**src/design/wpsp_pkg.sv**
```systemverilog
// Shared types and constants for the WAV PCM16 stream parser.
package wpsp_pkg;

    typedef struct packed {
        logic [7:0] file_byte;
        logic       start_of_file;
    } in_t;

    typedef struct packed {
        logic [15:0] sample_value;
        logic [1:0]  status;
        logic        last;
    } out_t;

    localparam logic [1:0] ST_OK          = 2'd0;
    localparam logic [1:0] ST_INVALID     = 2'd1;
    localparam logic [1:0] ST_UNSUPPORTED = 2'd2;

    localparam logic CFG_RATE = 1'b0;
    localparam logic CFG_FADE = 1'b1;

    localparam logic [31:0] TAG_RIFF = 32'h4646_4952;
    localparam logic [31:0] TAG_WAVE = 32'h4556_4157;
    localparam logic [31:0] TAG_FMT  = 32'h2074_6D66;
    localparam logic [31:0] TAG_DATA = 32'h6174_6164;

    localparam logic [5:0] HDR_LAST_POS = 6'd43;
    localparam logic [5:0] HDR_DATA_POS = 6'd40;

    typedef enum logic [1:0] {
        PH_HEADER,
        PH_SAMPLES,
        PH_DONE
    } phase_t;

    typedef enum logic [2:0] {
        S_IDLE,
        S_CHK_MUL,
        S_CHK_EVAL,
        S_CHK_END,
        S_MUL1,
        S_MUL2,
        S_DIV,
        S_OUT
    } state_t;

    typedef struct packed {
        logic hdr_byte;
        logic samp_byte;
        logic chk_mul;
        logic chk_eval;
        logic start_samples;
        logic mul1;
        logic mul2;
        logic div_step;
        logic load_ok;
        logic load_err;
        logic adv_index;
    } cmd_t;

    typedef struct packed {
        logic hdr_done;
        logic pair_done;
        logic chk_fail;
        logic div_last;
        logic out_free;
        logic is_last;
    } sts_t;

endpackage

```
**src/design/wpsp_ctrl.sv**
```systemverilog
// Controller state machine: parse phase and sequencing of check and fade steps.
module wpsp_ctrl (
    input  logic          clk,
    input  logic          rst_n,
    input  logic          in_valid,
    input  logic          sof,
    output logic          in_stall,
    input  wpsp_pkg::sts_t sts,
    output wpsp_pkg::cmd_t cmd
);
    import wpsp_pkg::*;

    state_t state_reg, state_next;
    phase_t phase_reg, phase_next;
    phase_t eff_phase;
    logic   accept;

    assign in_stall  = (state_reg != S_IDLE);
    assign accept    = in_valid && !in_stall;
    assign eff_phase = sof ? PH_HEADER : phase_reg;

    always_ff @(posedge clk or negedge rst_n)
    begin
        if (!rst_n)
        begin
            state_reg <= S_IDLE;
            phase_reg <= PH_HEADER;
        end
        else
        begin
            state_reg <= state_next;
            phase_reg <= phase_next;
        end
    end

    always_comb
    begin
        state_next = state_reg;
        phase_next = phase_reg;
        cmd        = '0;
        unique case (state_reg)
            S_IDLE:
            begin
                if (accept)
                begin
                    phase_next = eff_phase;
                    unique case (eff_phase)
                        PH_HEADER:
                        begin
                            cmd.hdr_byte = 1'b1;
                            if (sts.hdr_done)
                                state_next = S_CHK_MUL;
                        end
                        PH_SAMPLES:
                        begin
                            cmd.samp_byte = 1'b1;
                            if (sts.pair_done)
                                state_next = S_MUL1;
                        end
                        default: ;
                    endcase
                end
            end
            S_CHK_MUL:
            begin
                cmd.chk_mul = 1'b1;
                state_next  = S_CHK_EVAL;
            end
            S_CHK_EVAL:
            begin
                cmd.chk_eval = 1'b1;
                state_next   = S_CHK_END;
            end
            S_CHK_END:
            begin
                if (!sts.chk_fail)
                begin
                    cmd.start_samples = 1'b1;
                    phase_next        = PH_SAMPLES;
                    state_next        = S_IDLE;
                end
                else if (sts.out_free)
                begin
                    cmd.load_err = 1'b1;
                    phase_next   = PH_DONE;
                    state_next   = S_IDLE;
                end
            end
            S_MUL1:
            begin
                cmd.mul1   = 1'b1;
                state_next = S_MUL2;
            end
            S_MUL2:
            begin
                cmd.mul2   = 1'b1;
                state_next = S_DIV;
            end
            S_DIV:
            begin
                cmd.div_step = 1'b1;
                if (sts.div_last)
                    state_next = S_OUT;
            end
            S_OUT:
            begin
                // hold the quotient until the output register frees up
                if (sts.out_free)
                begin
                    cmd.load_ok = 1'b1;
                    if (sts.is_last)
                        phase_next = PH_DONE;
                    else
                        cmd.adv_index = 1'b1;
                    state_next = S_IDLE;
                end
            end
            default: state_next = S_IDLE;
        endcase
    end

endmodule

```
**src/design/wpsp_dp.sv**
```systemverilog
// Datapath: header capture, checks, fade multiply and divide, output register.
module wpsp_dp (
    input  logic           clk,
    input  logic           rst_n,
    input  wpsp_pkg::in_t  in_data,
    input  logic           cfg_we,
    input  logic           cfg_index,
    input  logic [31:0]    cfg_wdata,
    input  wpsp_pkg::cmd_t cmd,
    output wpsp_pkg::sts_t sts,
    output logic           out_valid,
    input  logic           out_stall,
    output wpsp_pkg::out_t out_data
);
    import wpsp_pkg::*;

    logic [31:0] rate_reg;
    logic [15:0] fade_reg;
    logic [5:0]  pos_reg, pos_next;
    logic [31:0] shift_reg, shift_next;
    logic [31:0] hdr_mem [10];
    logic [31:0] size_reg;
    logic [31:0] prod_reg;
    logic [1:0]  st_reg;
    logic [30:0] total_reg;
    logic [30:0] index_reg;
    logic [7:0]  low_reg;
    logic [15:0] u_reg;
    logic [31:0] p1_reg;
    logic [31:0] den_reg;
    logic [47:0] rem_reg;
    logic [15:0] q_reg;
    logic [3:0]  k_reg;
    logic        out_valid_reg;
    out_t        out_reg;

    logic [5:0]  eff_pos;
    logic [4:0]  sh;
    logic [31:0] word;
    logic [15:0] bits;
    logic [12:0] bps;
    logic [31:0] size_even;
    logic [15:0] fmt_size_lo;
    logic [1:0]  st_calc;
    logic [15:0] lenv;
    logic [30:0] jval;
    logic        apply_i, apply_j;
    logic [15:0] fi, fj, di, dj;
    logic [47:0] rem_sh;
    logic [31:0] fmt_size;

    assign eff_pos = in_data.start_of_file ? 6'd0 : pos_reg;
    assign sh      = {eff_pos[1:0], 3'b000};
    assign word    = ((eff_pos[1:0] == 2'd0) ? 32'd0 : shift_reg)
                     | ({24'd0, in_data.file_byte} << sh);

    always_comb
    begin
        pos_next   = eff_pos;
        shift_next = in_data.start_of_file ? 32'd0 : shift_reg;
        if (cmd.hdr_byte)
        begin
            if (eff_pos[1:0] != 2'd3)
            begin
                shift_next = word;
                pos_next   = eff_pos + 6'd1;
            end
            else
            begin
                shift_next = 32'd0;
                pos_next   = (eff_pos < HDR_DATA_POS) ? eff_pos + 6'd1 : 6'd0;
            end
        end
        else if (cmd.samp_byte)
            pos_next = eff_pos[0] ? 6'd0 : 6'd1;
    end

    // header checks; the first failing check in this order sets the status
    assign bits      = hdr_mem[8][31:16];
    assign bps       = bits[15:3];
    assign size_even = {size_reg[31:1], 1'b0};
    assign fmt_size  = hdr_mem[4];
    assign fmt_size_lo = fmt_size[15:0];

    always_comb
    begin
        st_calc = ST_OK;
        if (hdr_mem[0] != TAG_RIFF)
            st_calc = ST_INVALID;
        else if (hdr_mem[2] != TAG_WAVE)
            st_calc = ST_INVALID;
        else if (hdr_mem[1] == 32'd0)
            st_calc = ST_INVALID;
        else if (hdr_mem[3] != TAG_FMT)
            st_calc = ST_INVALID;
        else if (fmt_size[31:16] != 16'd0
                 || (fmt_size_lo != 16'd16 && fmt_size_lo != 16'd18
                     && fmt_size_lo != 16'd40))
            st_calc = ST_INVALID;
        else if (hdr_mem[5][31:16] != 16'd1)
            st_calc = ST_UNSUPPORTED;
        else if (hdr_mem[6] != rate_reg)
            st_calc = ST_UNSUPPORTED;
        else if (hdr_mem[7] != prod_reg)
            st_calc = ST_INVALID;
        else if (hdr_mem[9] != TAG_DATA)
            st_calc = ST_INVALID;
        else if (bps != 13'd0 && size_even < {19'd0, bps})
            st_calc = ST_INVALID;
        else if (hdr_mem[5][15:0] != 16'd1)
            st_calc = ST_UNSUPPORTED;
        else if (bits != 16'd16)
            st_calc = ST_INVALID;
    end

    // fade factors
    assign lenv    = (fade_reg == 16'd0) ? 16'd1 : fade_reg;
    assign jval    = total_reg - 31'd1 - index_reg;
    assign apply_i = index_reg <= {15'd0, lenv};
    assign apply_j = jval <= {15'd0, lenv};
    assign fi      = apply_i ? index_reg[15:0] : 16'd1;
    assign di      = apply_i ? lenv : 16'd1;
    assign fj      = apply_j ? jval[15:0] : 16'd1;
    assign dj      = apply_j ? lenv : 16'd1;
    assign rem_sh  = rem_reg >> k_reg;

    always_ff @(posedge clk or negedge rst_n)
    begin
        if (!rst_n)
        begin
            rate_reg      <= 32'd44100;
            fade_reg      <= 16'd500;
            pos_reg       <= 6'd0;
            shift_reg     <= 32'd0;
            index_reg     <= 31'd0;
            total_reg     <= 31'd0;
            low_reg       <= 8'd0;
            out_valid_reg <= 1'b0;
            k_reg         <= 4'd0;
        end
        else
        begin
            if (cfg_we)
            begin
                unique case (cfg_index)
                    CFG_RATE: rate_reg <= cfg_wdata;
                    CFG_FADE: fade_reg <= cfg_wdata[15:0];
                    default: ;
                endcase
            end
            if (cmd.hdr_byte || cmd.samp_byte)
            begin
                pos_reg   <= pos_next;
                shift_reg <= shift_next;
            end
            if (cmd.samp_byte && !eff_pos[0])
                low_reg <= in_data.file_byte;
            if (cmd.chk_eval)
                total_reg <= size_even[31:1];
            if (cmd.start_samples)
                index_reg <= 31'd0;
            else if (cmd.adv_index)
                index_reg <= index_reg + 31'd1;
            if (cmd.mul2)
                k_reg <= 4'd15;
            else if (cmd.div_step)
                k_reg <= k_reg - 4'd1;
            if (cmd.load_ok || cmd.load_err)
                out_valid_reg <= 1'b1;
            else if (!out_stall)
                out_valid_reg <= 1'b0;
        end
    end

    always_ff @(posedge clk)
    begin
        if (cmd.hdr_byte && eff_pos[1:0] == 2'd3)
        begin
            if (eff_pos < HDR_DATA_POS)
                hdr_mem[eff_pos[5:2]] <= word;
            else
                size_reg <= word;
        end
        if (cmd.samp_byte && eff_pos[0])
            u_reg <= {in_data.file_byte ^ 8'h80, low_reg};
        if (cmd.chk_mul)
            prod_reg <= hdr_mem[6] * {19'd0, bps};
        if (cmd.chk_eval)
            st_reg <= st_calc;
        if (cmd.mul1)
        begin
            p1_reg  <= {16'd0, u_reg} * {16'd0, fi};
            den_reg <= {16'd0, di} * {16'd0, dj};
        end
        if (cmd.mul2)
        begin
            rem_reg <= {16'd0, p1_reg} * {32'd0, fj};
            q_reg   <= 16'd0;
        end
        if (cmd.div_step)
        begin
            // restore-free step: subtract the shifted divisor when it fits
            if (rem_sh >= {16'd0, den_reg})
            begin
                rem_reg      <= rem_reg - ({16'd0, den_reg} << k_reg);
                q_reg[k_reg] <= 1'b1;
            end
        end
        if (cmd.load_ok)
        begin
            out_reg.sample_value <= q_reg;
            out_reg.status       <= ST_OK;
            out_reg.last         <= sts.is_last;
        end
        else if (cmd.load_err)
        begin
            out_reg.sample_value <= 16'd0;
            out_reg.status       <= st_reg;
            out_reg.last         <= 1'b1;
        end
    end

    assign sts.hdr_done  = (eff_pos == HDR_LAST_POS);
    assign sts.pair_done = eff_pos[0];
    assign sts.chk_fail  = (st_reg != ST_OK);
    assign sts.div_last  = (k_reg == 4'd0);
    assign sts.out_free  = !out_valid_reg || !out_stall;
    assign sts.is_last   = (index_reg + 31'd1 == total_reg);

    assign out_valid = out_valid_reg;
    assign out_data  = out_reg;

endmodule

```
**src/design/wav_pcm16_stream_parser_top.sv**
```systemverilog
// Top level of the WAV PCM16 stream parser: controller, datapath and checks.
//
//  channel | signals                         | direction
//  --------+---------------------------------+----------
//  in      | in_valid, in_stall, in_data     | file bytes in
//  out     | out_valid, out_stall, out_data  | samples / errors out
//  cfg     | cfg_we, cfg_index, cfg_wdata    | register writes in
//
// Header bytes and the first byte of each sample are taken without stalling.
// After the header's last byte the input stalls through the rate multiply,
// check and decide states. A sample's second byte stalls it through two
// multiplies and a 16-step shift-subtract divide; a stalled output holds it until it drains.
// Reset is asynchronous; the parser starts at byte 0 of a header.
module wav_pcm16_stream_parser_top (
    input  logic               clk,
    input  logic               rst_n,
    input  logic               in_valid,
    output logic               in_stall,
    input  wpsp_pkg::in_t      in_data,
    output logic               out_valid,
    input  logic               out_stall,
    output wpsp_pkg::out_t     out_data,
    input  logic               cfg_we,
    input  logic               cfg_index,
    input  logic [31:0]        cfg_wdata
);
    import wpsp_pkg::*;

    cmd_t cmd;
    sts_t sts;

    wpsp_ctrl u_ctrl (
        .clk      (clk),
        .rst_n    (rst_n),
        .in_valid (in_valid),
        .sof      (in_data.start_of_file),
        .in_stall (in_stall),
        .sts      (sts),
        .cmd      (cmd)
    );

    wpsp_dp u_dp (
        .clk       (clk),
        .rst_n     (rst_n),
        .in_data   (in_data),
        .cfg_we    (cfg_we),
        .cfg_index (cfg_index),
        .cfg_wdata (cfg_wdata),
        .cmd       (cmd),
        .sts       (sts),
        .out_valid (out_valid),
        .out_stall (out_stall),
        .out_data  (out_data)
    );

    a_status_code: assert property (@(posedge clk) disable iff (!rst_n)
        out_valid |-> out_data.status != 2'd3)
        else $error("status code out of range");

    a_error_shape: assert property (@(posedge clk) disable iff (!rst_n)
        out_valid && out_data.status != ST_OK |-> out_data.last
            && out_data.sample_value == 16'd0)
        else $error("error result not final or nonzero");

    a_single_load: assert property (@(posedge clk) disable iff (!rst_n)
        !(cmd.load_ok && cmd.load_err))
        else $error("two result loads at once");

endmodule
```
**config.mk**
```make
export PLATFORM = sky130hd
export DESIGN_NAME = wav_pcm16_stream_parser_top
export DESIGN_NICKNAME = d
export VERILOG_FILES = /design/src/design/wpsp_pkg.sv /design/src/design/wpsp_ctrl.sv /design/src/design/wpsp_dp.sv /design/src/design/wav_pcm16_stream_parser_top.sv
export SDC_FILE = /design/constraint.sdc
export NUM_CORES = 2
export LEC_CHECK = 0
export BUFFER_PORTS_ARGS = -buffer_cell sky130_fd_sc_hd__buf_2
export CORE_ASPECT_RATIO = 0.75
export CORE_UTILIZATION = 40
export CTS_BUF_LIST = sky130_fd_sc_hd__clkbuf_4
export CTS_CLUSTER_SIZE = 10
export DETAILED_ROUTE_END_ITERATION = 10
export PLACE_DENSITY = 0.62
export SLEW_MARGIN = 5
export SYNTH_ARGS = -nofsm -noshare
export SYNTH_HDL_FRONTEND = slang
export SYNTH_SLANG_ARGS = --single-unit
```
**constraint.sdc**
```tcl
create_clock -name clk -period 11.8 [get_ports clk]
set_input_delay 1.77 -clock clk [delete_from_list [all_inputs] [get_ports clk]]
set_output_delay 1.77 -clock clk [all_outputs]
set_load 0.02 [all_outputs]
```
==> impl_metrics.csv <==
group,metric,value,unit
sta,layout_min_cycle_time,11.12,ns
drt,wl,239.0,mm
hold_path,hold_class,"reg2reg",
floorplanning,fp-row-count,140,
synthesis,synth-xor-area-share,3.562,%
cts,clk_path_buf_depth,4,
sta,setup_violations,0,
synthesis,synth-simple-area-share,15.53,%
global_routing,antenna_found_initial,16,
placement,portBuffers,67,
floorplanning,initial_core_util,40.40,%
global_routing,gr-total-overflow,0,
sta,worstMarginPinSlew,1.239,ns
setup_path,slowest_stage,"fa_1",
synthesis,netlist_area,78690,sq um
setup_path,max_stage_delay,0.54,ns
synthesis,syn_avg_cell_area,9.664,sq um
synthesis,yosys.area.top_type_share,27.10,%
global_routing,grt_pass1_wl,367.3,mm
sta,slew_headroom,17.38,%
setup_path,cp_num_buf_inv,6,
cts,insertion_delay,1.13,ns
sta,fmax,0.08990,GHz
global_routing,grtUsageTotal,24.18,%
global_routing,grt_max_degree,106,
floorplanning,coreArea,194800,sq um
placement,gp_congestion,0.9346,
cts,cts.root.buffer_cell,"clkbuf_4",
synthesis,async_flop_share,23.78,%
floorplanning,die_area,198500,sq um
sta,skew,0.1514,ns
cts,cts_hold_buf,0,
flow_run,maxCapViolCount,0,
global_routing,grt_pass1_vias,60340,
drt,final_antenna_net_count,0,
pwr,p_leak,37.60,nW
synthesis,muxShareOfSynthArea,3.326,%
drt,vias,59640,
drt,viasPerCell,5.475,
finish,drive_gt1_share,9.205,%
synthesis,synth_edf_count,466,
setup_path,r2r-start,"u_dp.index_reg[0]$_DFFE_PN0P_",
synthesis,yosysWarnings,0,
synthesis,synth_adder_area_share,35.74,%
setup_path,required,12.76,ns
setup_path,crit_type,"reg2reg",
cts,htreeDepth,4,
placement,dp_hpwl,181.9,mm
drt,drtIter0Drc,6049,
pwr,vdd_drop_max,0.1164,mV
setup_path,end_kind,"flip-flop",
drt,drc_errors,0,
pwr,powerDensity,74.78,nW/um^2
finish,fin_nets,9776,
synthesis,synthTopCellsByArea,"fa_1 (27%), edfxtp_1 (18%), ha_1 (8.6%), inv_1 (6.4%), nand2_1 (5.2%)",
cts,cts_made_buffers,179,
setup_path,start_kind,"flip-flop",
finish,fin_cells,10890,
sta,hold_viol,0,
synthesis,synthCells,8142,
setup_path,cp_data_arrival_time,12.08,ns
synthesis,synth_top_family_by_area,"adder cells",
floorplanning,die_h,386.1,microns
synthesis,ys_ff_latch,698,
hold_path,worstHoldStart,"u_dp.low_reg[2]$_DFFE_PN0P_",
synthesis,synth-seq-area-share,24.76,%
synthesis,synth_top_area_cell,"fa_1",
cts,cts_tree,"done",
setup_path,crit_start,"u_dp.index_reg[0]$_DFFE_PN0P_",
sta,final-max-slew-violation-count,0,
setup_path,path_max_fanout,20,
setup_path,cpMostUsedCell,"fa_1",
status,status,"completed",
setup_path,cp_top_family,"adder cells",
sta,rsz0062_at_grt,"no",
sta,finalSetupTns,0,ns
cts,clock_sinks,698,
sta,finalCritPeriodShare,94.26,%
finish,largest_reg_flops,304,
floorplanning,fp.dieW,514.1,microns
finish,syn_to_final_growth,7.076,%
synthesis,synth-compound-area-share,8.421,%
synthesis,syn_nets,9797,
sta,whs,0.4446,ns
synthesis,synth_cell_type_count,94,
cts,path_clk_slew,0.08,ns
drt,wl_per_cell,21.94,microns
synthesis,synth-main-ff-cell,"edfxtp_1",
placement,dp.cells,10570,
drt,dr.pass1.iters,6,
floorplanning,io_pins,68,
-- final timing paths --
path | endpoint | slack [ns] | depth (start not counted)
min in group asynchronous | u_dp.rate_reg[28]$_DFFE_PN0P_ | 0.76 | 1
max in group asynchronous | u_dp.k_reg[0]$_DFFE_PN0P_ | 9.28 | 2
min reg2reg | u_dp.u_reg[2]$_DFFE_PP_ | 0.44 | 0
max reg2reg | u_dp.rem_reg[47]$_DFF_P_ | 0.68 | 40
min | u_dp.u_reg[2]$_DFFE_PP_ | 0.44 | 0
max | u_dp.rem_reg[47]$_DFF_P_ | 0.68 | 40
-- Yosys cell counts (all sizes together), types with 122 or more instances --
| library cell | count |
|---|---|
| inv | 1350 |
| a21oi | 271 |
| o21ai | 296 |
| edfxtp | 466 |
| and3 | 141 |
| nand2 | 1082 |
| nor4 | 122 |
| xnor2 | 193 |
| nand3 | 211 |
| xor2 | 127 |
| and2 | 354 |
| fa | 1065 |
| nor2 | 224 |
| clkbuf | 322 |
| ha | 543 |
| dfrtp | 154 |
-- report_power, final --
part	internal, W	total (W)	switching (W)
combinational	0.000441	0.00128	0.000844
clock	0.00108	0.00216	0.00107
sequential	0.00275	0.00286	0.000110
total	0.00427	0.00630	0.00203
-- per-layer routing --
layer | wire, microns | up-vias | share of wire, % | global-route usage, %
li1 | - | 26650 | - | -
met5 | 29 | - | 0.012 | 0
met3 | 19450 | 396 | 8.1 | 4.353
met1 | 103700 | 30100 | 43 | 33.74
met2 | 107000 | 2488 | 45 | 37.91
met4 | 8765 | 4 | 3.7 | 8.082
-- what timing repair did --
item	CTS	global route
endpoints found under the setup margin	0	4
gates resized for setup	0	2
buffers inserted	0	0
-- layout by cell type (no fill, tap or decap), types with 19 or more instances in the layout --
master / count
a211oi_1: 50
a21o_1: 100
a21oi_1: 267
a22o_1: 19
a31oi_1: 59
and2_1: 352
and3_1: 141
buf_2: 66
buf_4: 150
clkbuf_4: 269
clkinv_1: 36
dfrtp_1: 150
dfxtp_1: 66
edfxtp_1: 466
fa_1: 1065
ha_1: 543
inv_1: 1347
mux2_2: 100
mux2i_1: 59
mux4_2: 40
nand2_1: 1082
nand2b_1: 38
nand3_1: 209
nand3b_1: 29
nand4_1: 68
nor2_1: 212
nor2b_1: 34
nor3_1: 72
nor4_1: 107
o211ai_1: 32
o21a_1: 41
o21ai_0: 231
o21ai_1: 51
o21bai_1: 31
o31ai_1: 36
xnor2_1: 193
xor2_1: 127
-- cell type report --
cell class / count / area, sq um
Multi-Input combinational cell: 5668 / 52570
Tap cell: 2627 / 3287
Clock buffer: 269 / 2019
Sequential cell: 698 / 19490
Inverter: 1354 / 5082
Clock inverter: 47 / 247.7
Antenna cell: 10 / 25.02
Fill cell: 18840 / 110500
Timing Repair Buffer: 220 / 1530
-- through the flow --
step | util (%) | setup slack [ns] | power, W | cell area (sq um)
after CTS | 43.24 | 0.7205 | 0.006334 | 84220
after global placement | 42.07 | 0.8413 | 0.004159 | 81950
after global routing | 43.25 | 0.05193 | 0.006583 | 84250
final | 43.25 | 0.6771 | 0.006301 | 84250
after detailed placement | 42.07 | 0.6948 | 0.004166 | 81950
after floorplan | - | 2.140 | 0.003621 | 78690
-- cell families after synthesis --
group,after synthesis
buf+inv,1776
fa+ha+maj,1609
compound gates,1058
xor+xnor,320
flops,698
mux,199
simple gates,2482
No activity file was read; power rests on OpenSTA's default activity.
